### src/design/tcfp_pkg.sv
// Shared types and constants for the tagged command frame parser.
`default_nettype none

package tcfp_pkg;

    localparam logic [7:0] CH_START = 8'h23;  // '#'
    localparam logic [7:0] CH_END   = 8'h24;  // '$'
    localparam logic [7:0] TAG_MODE = 8'h4D;  // 'M'
    localparam logic [7:0] TAG_STEER      = 8'h53;  // 'S'
    localparam logic [7:0] TAG_STEER_RATE = 8'h57;  // 'W'
    localparam logic [7:0] TAG_SPEED      = 8'h56;  // 'V'
    localparam logic [7:0] TAG_ACCEL      = 8'h41;  // 'A'
    localparam logic [7:0] TAG_JERK       = 8'h4A;  // 'J'

    localparam int WORD_COUNT = 5;
    localparam int WORD_BYTES = 4;
    localparam int FIELD_W    = $clog2(WORD_COUNT);
    localparam int BYTE_IDX_W = $clog2(WORD_BYTES);

    localparam logic [FIELD_W-1:0] FLD_STEER      = FIELD_W'(0);
    localparam logic [FIELD_W-1:0] FLD_STEER_RATE = FIELD_W'(1);
    localparam logic [FIELD_W-1:0] FLD_SPEED      = FIELD_W'(2);
    localparam logic [FIELD_W-1:0] FLD_ACCEL      = FIELD_W'(3);
    localparam logic [FIELD_W-1:0] FLD_JERK       = FIELD_W'(4);

    localparam logic [BYTE_IDX_W-1:0] BYTE_LAST = BYTE_IDX_W'(WORD_BYTES - 1);

    localparam logic [7:0] MODE_DRIVE_A = 8'd0;
    localparam logic [7:0] MODE_DRIVE_B = 8'd1;
    localparam logic [7:0] MODE_MANUAL  = 8'd4;

    localparam logic ROUTE_DRIVE  = 1'b0;
    localparam logic ROUTE_MANUAL = 1'b1;

    typedef enum logic [3:0] {
        PH_HUNT = 4'b0001,
        PH_TAG  = 4'b0010,
        PH_MODE = 4'b0100,
        PH_WORD = 4'b1000
    } t_phase;

    typedef struct packed {
        logic        route;
        logic [7:0]  drive_mode;
        logic [31:0] steer_word;
        logic [31:0] steer_rate_word;
        logic [31:0] speed_word;
        logic [31:0] accel_word;
        logic [31:0] jerk_word;
    } t_cmd;

endpackage

`default_nettype wire

### src/design/tcfp_byte_if.sv
// Handshake channel carrying one received byte per beat.
`default_nettype none

interface tcfp_byte_if;
    logic       valid;
    logic       ready;
    logic [7:0] rx_byte;

    modport source (output valid, output rx_byte, input ready);
    modport sink (input valid, input rx_byte, output ready);
endinterface

`default_nettype wire

### src/design/tcfp_cmd_if.sv
// Handshake channel carrying one decoded command per beat.
`default_nettype none

interface tcfp_cmd_if;
    logic        valid;
    logic        ready;
    logic        route;
    logic [7:0]  drive_mode;
    logic [31:0] steer_word;
    logic [31:0] steer_rate_word;
    logic [31:0] speed_word;
    logic [31:0] accel_word;
    logic [31:0] jerk_word;

    modport source (
        output valid, output route, output drive_mode, output steer_word,
        output steer_rate_word, output speed_word, output accel_word,
        output jerk_word, input ready
    );
    modport sink (
        input valid, input route, input drive_mode, input steer_word,
        input steer_rate_word, input speed_word, input accel_word,
        input jerk_word, output ready
    );
endinterface

`default_nettype wire

### src/design/tcfp_parser.sv
// Frame parser state machine with the stored mode and command words.
`default_nettype none

module tcfp_parser
    import tcfp_pkg::*;
(
    input  wire logic       i_clk,
    input  wire logic       i_rst_n,
    input  wire logic       i_byte_valid,
    input  wire logic [7:0] i_rx_byte,
    output logic            o_cmd_valid,
    output t_cmd            o_cmd
);

    t_phase                r_phase, n_phase;
    logic [FIELD_W-1:0]    r_field, n_field;
    logic [BYTE_IDX_W-1:0] r_byte_idx, n_byte_idx;
    logic [7:0]            r_mode, n_mode;
    logic [31:0]           r_word [WORD_COUNT];
    logic [31:0]           n_word [WORD_COUNT];
    logic                  mode_known;

    assign mode_known = r_mode inside {MODE_DRIVE_A, MODE_DRIVE_B, MODE_MANUAL};

    always_comb begin
        n_phase     = r_phase;
        n_field     = r_field;
        n_byte_idx  = r_byte_idx;
        n_mode      = r_mode;
        n_word      = r_word;
        o_cmd_valid = 1'b0;

        if (i_byte_valid) begin
            case (r_phase)
                PH_TAG: begin
                    n_phase = PH_WORD;
                    case (i_rx_byte)
                        TAG_MODE:       n_phase = PH_MODE;
                        TAG_STEER:      n_field = FLD_STEER;
                        TAG_STEER_RATE: n_field = FLD_STEER_RATE;
                        TAG_SPEED:      n_field = FLD_SPEED;
                        TAG_ACCEL:      n_field = FLD_ACCEL;
                        TAG_JERK:       n_field = FLD_JERK;
                        CH_END: begin
                            n_phase     = PH_HUNT;
                            o_cmd_valid = mode_known;
                        end
                        default:        n_phase = PH_HUNT;
                    endcase
                end
                PH_MODE: begin
                    n_mode  = i_rx_byte;
                    n_phase = PH_TAG;
                end
                PH_WORD: begin
                    // Payload bytes are data whatever their value, marks included.
                    n_word[r_field][r_byte_idx*8 +: 8] = i_rx_byte;
                    if (r_byte_idx == BYTE_LAST) begin
                        n_phase    = PH_TAG;
                        n_byte_idx = '0;
                    end else begin
                        n_byte_idx = r_byte_idx + 1'b1;
                    end
                end
                default: begin
                    n_phase = (i_rx_byte == CH_START) ? PH_TAG : PH_HUNT;
                end
            endcase
        end
    end

    assign o_cmd.route           = (r_mode == MODE_MANUAL) ? ROUTE_MANUAL : ROUTE_DRIVE;
    assign o_cmd.drive_mode      = r_mode;
    assign o_cmd.steer_word      = r_word[FLD_STEER];
    assign o_cmd.steer_rate_word = r_word[FLD_STEER_RATE];
    assign o_cmd.speed_word      = r_word[FLD_SPEED];
    assign o_cmd.accel_word      = r_word[FLD_ACCEL];
    assign o_cmd.jerk_word       = r_word[FLD_JERK];

    always_ff @(posedge i_clk) begin
        if (!i_rst_n) begin
            r_phase    <= PH_HUNT;
            r_field    <= FLD_STEER;
            r_byte_idx <= '0;
            r_mode     <= '0;
            for (int i = 0; i < WORD_COUNT; i++) begin
                r_word[i] <= '0;
            end
        end else begin
            r_phase    <= n_phase;
            r_field    <= n_field;
            r_byte_idx <= n_byte_idx;
            r_mode     <= n_mode;
            r_word     <= n_word;
        end
    end

    a_idx_only_in_word: assert property (@(posedge i_clk) disable iff (!i_rst_n)
        (r_phase != PH_WORD) |-> (r_byte_idx == '0))
        else $error("byte index left non-zero outside a word field");

    a_field_in_range: assert property (@(posedge i_clk) disable iff (!i_rst_n)
        (r_phase == PH_WORD) |-> (r_field <= FLD_JERK))
        else $error("word field index out of range");

    a_emit_from_tag: assert property (@(posedge i_clk) disable iff (!i_rst_n)
        o_cmd_valid |=> (r_phase == PH_HUNT))
        else $error("end mark did not return the parser to hunting");

endmodule

`default_nettype wire

### src/design/tcfp_out_stage.sv
// Result register with a skid entry so the parser keeps taking bytes under stall.
`default_nettype none

module tcfp_out_stage
    import tcfp_pkg::*;
(
    input  wire logic i_clk,
    input  wire logic i_rst_n,
    input  wire logic i_cmd_valid,
    input  wire t_cmd i_cmd,
    output logic      o_ready,
    output logic      o_valid,
    input  wire logic i_ready,
    output t_cmd      o_cmd
);

    logic r_out_valid, n_out_valid;
    logic r_skid_valid, n_skid_valid;
    t_cmd r_out, n_out;
    t_cmd r_skid, n_skid;
    logic pop;

    assign pop     = r_out_valid && i_ready;
    assign o_ready = !r_skid_valid;
    assign o_valid = r_out_valid;
    assign o_cmd   = r_out;

    always_comb begin
        n_out_valid  = r_out_valid;
        n_skid_valid = r_skid_valid;
        n_out        = r_out;
        n_skid       = r_skid;

        if (pop) begin
            if (r_skid_valid) begin
                n_out        = r_skid;
                n_skid_valid = 1'b0;
            end else begin
                n_out_valid = 1'b0;
            end
        end

        if (i_cmd_valid) begin
            if (!r_out_valid || (pop && !r_skid_valid)) begin
                n_out       = i_cmd;
                n_out_valid = 1'b1;
            end else begin
                n_skid       = i_cmd;
                n_skid_valid = 1'b1;
            end
        end
    end

    always_ff @(posedge i_clk) begin
        if (!i_rst_n) begin
            r_out_valid  <= 1'b0;
            r_skid_valid <= 1'b0;
        end else begin
            r_out_valid  <= n_out_valid;
            r_skid_valid <= n_skid_valid;
        end
        r_out  <= n_out;
        r_skid <= n_skid;
    end

    a_skid_behind_out: assert property (@(posedge i_clk) disable iff (!i_rst_n)
        r_skid_valid |-> r_out_valid)
        else $error("skid entry held while the result register is empty");

    a_no_push_when_full: assert property (@(posedge i_clk) disable iff (!i_rst_n)
        i_cmd_valid |-> o_ready)
        else $error("command pushed while the skid entry is occupied");

    a_hold_while_stalled: assert property (@(posedge i_clk) disable iff (!i_rst_n)
        (o_valid && !i_ready) |=> (o_valid && $stable(o_cmd)))
        else $error("command beat changed while the receiver stalled");

endmodule

`default_nettype wire

### src/design/tagged_command_frame_parser.sv
// Top level of the tagged command frame parser.
// i_rx carries one received byte per beat. Frames are '#', any number of
// tagged fields, then '$'. Tag 'M' is followed by one mode byte; tags S, W,
// V, A and J by four bytes, least significant first, that fill the steering,
// steering-rate, speed, acceleration and jerk words. An unknown tag returns
// the parser to hunting for '#'. Stored values persist across frames.
// On '$' a beat appears on o_cmd with the stored mode and the five words:
// route 0 for mode 0 or 1, route 1 for mode 4, and no beat for other modes.
// Throughput is one byte per cycle while i_rx.ready is high; each byte is one state step of the parser.
// The command beat is registered in the output stage when the '$' beat is accepted.
// The output holds a result register and one skid entry, so bytes continue
// to be taken while a command waits; i_rx.ready falls only once two
// commands are waiting, and rises again as soon as one is taken.
// Reset (synchronous, active low) returns the parser to hunting, clears the
// mode and all five words, and empties the output.
`default_nettype none

module tagged_command_frame_parser
    import tcfp_pkg::*;
(
    input  wire logic   i_clk,
    input  wire logic   i_rst_n,
    tcfp_byte_if.sink   i_rx,
    tcfp_cmd_if.source  o_cmd
);

    logic byte_accept;
    logic stage_ready;
    logic cmd_valid;
    t_cmd cmd;
    t_cmd out_cmd;

    assign i_rx.ready  = stage_ready;
    assign byte_accept = i_rx.valid && stage_ready;

    tcfp_parser u_parser (
        .i_clk        (i_clk),
        .i_rst_n      (i_rst_n),
        .i_byte_valid (byte_accept),
        .i_rx_byte    (i_rx.rx_byte),
        .o_cmd_valid  (cmd_valid),
        .o_cmd        (cmd)
    );

    tcfp_out_stage u_out_stage (
        .i_clk       (i_clk),
        .i_rst_n     (i_rst_n),
        .i_cmd_valid (cmd_valid),
        .i_cmd       (cmd),
        .o_ready     (stage_ready),
        .o_valid     (o_cmd.valid),
        .i_ready     (o_cmd.ready),
        .o_cmd       (out_cmd)
    );

    assign o_cmd.route           = out_cmd.route;
    assign o_cmd.drive_mode      = out_cmd.drive_mode;
    assign o_cmd.steer_word      = out_cmd.steer_word;
    assign o_cmd.steer_rate_word = out_cmd.steer_rate_word;
    assign o_cmd.speed_word      = out_cmd.speed_word;
    assign o_cmd.accel_word      = out_cmd.accel_word;
    assign o_cmd.jerk_word       = out_cmd.jerk_word;

endmodule

`default_nettype wire
### src/flat_wrapper.sv
// flat-port wrapper written by rule: the top's interface ports become plain ports
module tagged_command_frame_parser_flat import tcfp_pkg::*;
  (i_clk, i_rst_n, i_rx_valid, i_rx_rx_byte, i_rx_ready, o_cmd_valid, o_cmd_route, o_cmd_drive_mode, o_cmd_steer_word, o_cmd_steer_rate_word, o_cmd_speed_word, o_cmd_accel_word, o_cmd_jerk_word, o_cmd_ready);
  tcfp_byte_if i_rx_i ();
  tcfp_cmd_if o_cmd_i ();
  input  wire logic i_clk;
  input  wire logic i_rst_n;
  input wire logic [$bits(i_rx_i.valid)-1:0] i_rx_valid;
  input wire logic [$bits(i_rx_i.rx_byte)-1:0] i_rx_rx_byte;
  output wire logic [$bits(i_rx_i.ready)-1:0] i_rx_ready;
  output wire logic [$bits(o_cmd_i.valid)-1:0] o_cmd_valid;
  output wire logic [$bits(o_cmd_i.route)-1:0] o_cmd_route;
  output wire logic [$bits(o_cmd_i.drive_mode)-1:0] o_cmd_drive_mode;
  output wire logic [$bits(o_cmd_i.steer_word)-1:0] o_cmd_steer_word;
  output wire logic [$bits(o_cmd_i.steer_rate_word)-1:0] o_cmd_steer_rate_word;
  output wire logic [$bits(o_cmd_i.speed_word)-1:0] o_cmd_speed_word;
  output wire logic [$bits(o_cmd_i.accel_word)-1:0] o_cmd_accel_word;
  output wire logic [$bits(o_cmd_i.jerk_word)-1:0] o_cmd_jerk_word;
  input wire logic [$bits(o_cmd_i.ready)-1:0] o_cmd_ready;
  assign i_rx_i.valid = i_rx_valid;
  assign i_rx_i.rx_byte = i_rx_rx_byte;
  assign i_rx_ready = i_rx_i.ready;
  assign o_cmd_valid = o_cmd_i.valid;
  assign o_cmd_route = o_cmd_i.route;
  assign o_cmd_drive_mode = o_cmd_i.drive_mode;
  assign o_cmd_steer_word = o_cmd_i.steer_word;
  assign o_cmd_steer_rate_word = o_cmd_i.steer_rate_word;
  assign o_cmd_speed_word = o_cmd_i.speed_word;
  assign o_cmd_accel_word = o_cmd_i.accel_word;
  assign o_cmd_jerk_word = o_cmd_i.jerk_word;
  assign o_cmd_i.ready = o_cmd_ready;
  tagged_command_frame_parser u_core (.i_clk(i_clk), .i_rst_n(i_rst_n), .i_rx(i_rx_i), .o_cmd(o_cmd_i));
endmodule
### config.mk
export PLATFORM = sky130hd
export DESIGN_NAME = tagged_command_frame_parser_flat
export DESIGN_NICKNAME = d
export VERILOG_FILES = /design/src/design/tcfp_pkg.sv /design/src/design/tcfp_byte_if.sv /design/src/design/tcfp_cmd_if.sv /design/src/design/tcfp_parser.sv /design/src/design/tcfp_out_stage.sv /design/src/design/tagged_command_frame_parser.sv /design/src/flat_wrapper.sv
export SDC_FILE = /design/constraint.sdc
export NUM_CORES = 1
export LEC_CHECK = 0
export BUFFER_PORTS_ARGS = -buffer_cell sky130_fd_sc_hd__buf_2
export CAP_MARGIN = 25
export CORE_MARGIN = 3
export CORE_UTILIZATION = 66
export CTS_BUF_LIST = sky130_fd_sc_hd__clkbuf_8
export CTS_CLUSTER_SIZE = 12
export DETAILED_ROUTE_END_ITERATION = 8
export PLACE_DENSITY = 0.84
export REMOVE_ABC_BUFFERS = 1
export SYNTH_ARGS = -nofsm -noshare
export SYNTH_HDL_FRONTEND = slang
export SYNTH_HIERARCHICAL = 1
export SYNTH_SLANG_ARGS = --single-unit
### constraint.sdc
create_clock -name i_clk -period 10.9 [get_ports i_clk]
set_clock_uncertainty 0.05 [all_clocks]
set_input_delay 1.635 -clock i_clk [delete_from_list [all_inputs] [get_ports i_clk]]
set_output_delay 1.635 -clock i_clk [all_outputs]
set_load 0.005 [all_outputs]
==> flow_summary.toml <==
[outcome]
outcome = "finished clean"

[timing]
setup_violations = 0
relSlewSlack_pct = 29.7
rsz0062_at_grt = "no"
fin_setup_tns_ns = 0
whs_ns = 0.406
worstMarginPinSlew_ns = 1.05
max_freq_mhz = 193
period_needed_ns = 5.19
final-hold-violation-count = 0
finalCritPeriodShare_pct = 47.6
drv_slew = 0

[final_layout]
layout.nets = 1984
antennaDiodeCount = 0
drive_gt1_share_pct = 17.4
multi_input_area_sq_um = 6890
regArea_sq_um = 12000
fill_cells = 1969
syn_to_final_growth_pct = 12.7
fin_util_pct = 76.1

[global_routing]
grt_max_degree = 124
gr-total-overflow = 0
first_global_vias = 15200
antenna_found_initial = 2
use_met3_pct = 5.32
grtUsageMet1_pct = 39.0
busiest_layer = "met2"
track_usage_pct = 29.6
grt_pass1_wl_microns = 79200
grt_use_met2_pct = 48.9

[yosys]
synth_cell_types = 52
synth_area_per_cell_sq_um = 11.1
synthArstFlopShare_pct = 0
synth-edff-count = 169
synthesis.area_sq_um = 20200
syn_inst = 1816
post-synth-top-count-cell = "dfxtp_1"
synth_flop_cell = "dfxtp_1"
yosysTopAreaCellShare_pct = 34.5
ys_warn_count = 6
ys_seq_area_share_pct = 59.7
ys_seq_elements = 517
synth_common_cells = "dfxtp_1 (348), nor2_1 (344), inv_1 (177)"
synthTopCellsByArea = "dfxtp_1 (35%), edfxtp_1 (25%), mux2i_1 (8.4%), a221oi_1 (6.9%), nor2_1 (6.4%)"
synth_top_area_cell = "dfxtp_1"

[placement]
routabilityCongestion = 0.834
port_buffers = 182
dp_hpwl_microns = 28100

[pwr]
clkPwrFrac_pct = 42.9
ir_drop_uv = 118
p_leak_nw = 10.2
p_int_mw = 2.80
finalPower_mw = 3.59
power_switching_share_pct = 21.9
p_comb_share_pct = 2.0
power_frac_seq_pct = 55.1
switchingPower_mw = 0.787
power.density_nw_per_um2 = 158

[critical_path]
cp_slowest_cell = "buf_4"
worstRegToRegCells = 8
worst-r2r-setup-slack_ns = 6.26
path_class = "in2reg"
crit_fanout = 88
reg2reg_from = "u_core/u_out_stage/r_skid_valid$_SDFF_PN0_"
reg2reg_to = "u_core/u_out_stage/o_cmd[63]$_DFF_P_"
cp_cell_sequence = "buf_2, and2_2, nand3_1, nor4_1, a21o_4, buf_4, nor2_1, a221oi_1"
cp-end-kind = "flop"
cp.arrival_ns = 5.61
cp_data_required_time_ns = 11.32
crit_cells = 8
crit_path_start = "i_rx_valid"
cp-endpoint = "u_core/u_out_stage/o_cmd[63]$_DFF_P_"
critPathLaunchType = "input port"
cpPeakStageDelay_ns = 0.90
crit_family = "simple AND/OR/NAND/NOR gates"
worst-path-buf-inv = 2

[route]
avgViaCountPerCell = 6.27
ant_nets = 0
dr_total_vias = 15200
drcViolationCount = 0
drt_iter0_markers = 1648
drt-total-wl_microns = 49800
avgRoutedWirePerCell_microns = 20.6
firstDrtPassIters = 5

[cts]
cts_root_buffer = "clkbuf_8"
cts.sinks = 517
hold_buffers = 0
cts_setup_buffers = 0
cts_inserted_buffers = 78
clk_path_buf_depth = 3
clk_pin_slew_ns = 0.06
clk_latency_ns = 0.61
cts_tree = "yes"
postCtsResizedCells = 0
htree_levels = 3

[die]
dieArea_sq_um = 32700
die_h_microns = 181
core_area_sq_um = 29900
die_w_microns = 181
start_util_pct = 67.6
num_rows = 63
io_pins = 183

[run]
maxCapViolCount = 0

[min_path]
min_path_type = "reg2reg"
[power groups by stage]
stage	clock network (mW)	registers, mW	logic, mW
after floorplan	0	2.02	0.0368
after global placement	0	2.02	0.0657
after detailed placement	0	2.02	0.0680
after CTS	1.56	1.98	0.0684
after global routing	1.64	1.97	0.0750
final	1.54	1.98	0.0702
[state kept, by name, summed over array words and instances, names as in the netlist]
signal and cells:
u_core/u_out_stage/o_valid 1, u_core/u_out_stage/o_cmd 169, u_core/u_out_stage/r_skid 169, u_core/u_parser/o_cmd 160, u_core/u_parser/r_byte_idx 2, u_core/u_parser/r_field 3, u_core/u_parser/r_mode 8, u_core/u_out_stage/r_skid_valid 1
u_core/u_parser/r_phase 4
[layout make-up]
type | count | area share, %
Timing Repair Buffer | 199 | 4.85
Inverter | 177 | 2.93
Sequential cell | 517 | 53.0
Clock inverter | 50 | 1.03
Tap cell | 390 | 2.15
Multi-Input combinational cell | 993 | 30.3
Clock buffer | 96 | 5.81
[worst reg2reg max path, delay by kind of cell, from the launching register on]
family	cells	cell delay (ns)
buffers and inverters	2	1.09
and+or+nand+nor	4	1.86
DFF	1	0.41
AOI/OAI and AO/OA	2	1.11
[through the flow]
stage | cell area [sq um] | setup slack [ns] | cells
after floorplan | 19600 | 2.71 | 1687
after global placement | 21100 | 5.38 | 2272
after detailed placement | 21200 | 5.16 | 2275
after CTS | 22700 | 5.82 | 2421
after global routing | 22700 | 5.55 | 2422
final | 22700 | 5.71 | 2422
[how the worst min path moves through the flow]
| stage | to | startpoint | cells past startpoint | slack (ns) |
|---|---|---|---|---|
| global route | u_core/u_out_stage/r_skid[0]$_DFFE_PP_ | u_core/u_parser/o_cmd[0]$_SDFFE_PN0P_ | 0 | 0.41 |
| global placement | u_core/u_out_stage/r_skid[149]$_DFFE_PP_ | u_core/u_parser/o_cmd[149]$_SDFFE_PN0P_ | 0 | 0.39 |
| CTS | u_core/u_out_stage/r_skid[84]$_DFFE_PP_ | u_core/u_parser/o_cmd[84]$_SDFFE_PN0P_ | 0 | 0.40 |
| detailed placement | u_core/u_out_stage/r_skid[109]$_DFFE_PP_ | u_core/u_parser/o_cmd[109]$_SDFFE_PN0P_ | 0 | 0.39 |
| floorplan | u_core/u_out_stage/r_skid[0]$_DFFE_PP_ | u_core/u_parser/o_cmd[0]$_SDFFE_PN0P_ | 0 | 0.38 |
| finish | u_core/u_out_stage/r_skid[22]$_DFFE_PP_ | u_core/u_parser/o_cmd[22]$_SDFFE_PN0P_ | 0 | 0.41 |
[logic make-up after synthesis]
family                   Yosys count  share of synthesized area (%)
XOR/XNOR                           2                         0.0868
multiplexers                     170                           8.43
adder cells (fa/ha/maj)            6                          0.372
AO/OA/AOI/OAI                    360                           13.7
flip-flops                       517                           59.7
buffers and inverters            306                           6.39
AND/OR/NAND/NOR                  455                           11.4
[cell usage in the layout (no fill, tap or decap), types with 8 or more instances in the layout]
cell type	count
dfxtp_1	347
nor2_1	344
inv_1	207
buf_2	182
mux2i_1	170
o22ai_1	169
edfxtp_1	169
a221oi_1	159
clkbuf_8	96
and2_1	34
nand4_4	17
nand2_1	13
buf_4	13
a221oi_2	10
clkinv_2	8
[metal layers]
| metal | vias to the layer above | wire, microns |
|---|---|---|
| li1 | 6900 | - |
| met1 | 7447 | 20100 |
| met2 | 727 | 24000 |
| met3 | 118 | 4100 |
| met4 | 2 | 1560 |
| met5 | - | 13 |
Note: power is estimated with default switching activity, not from simulation.
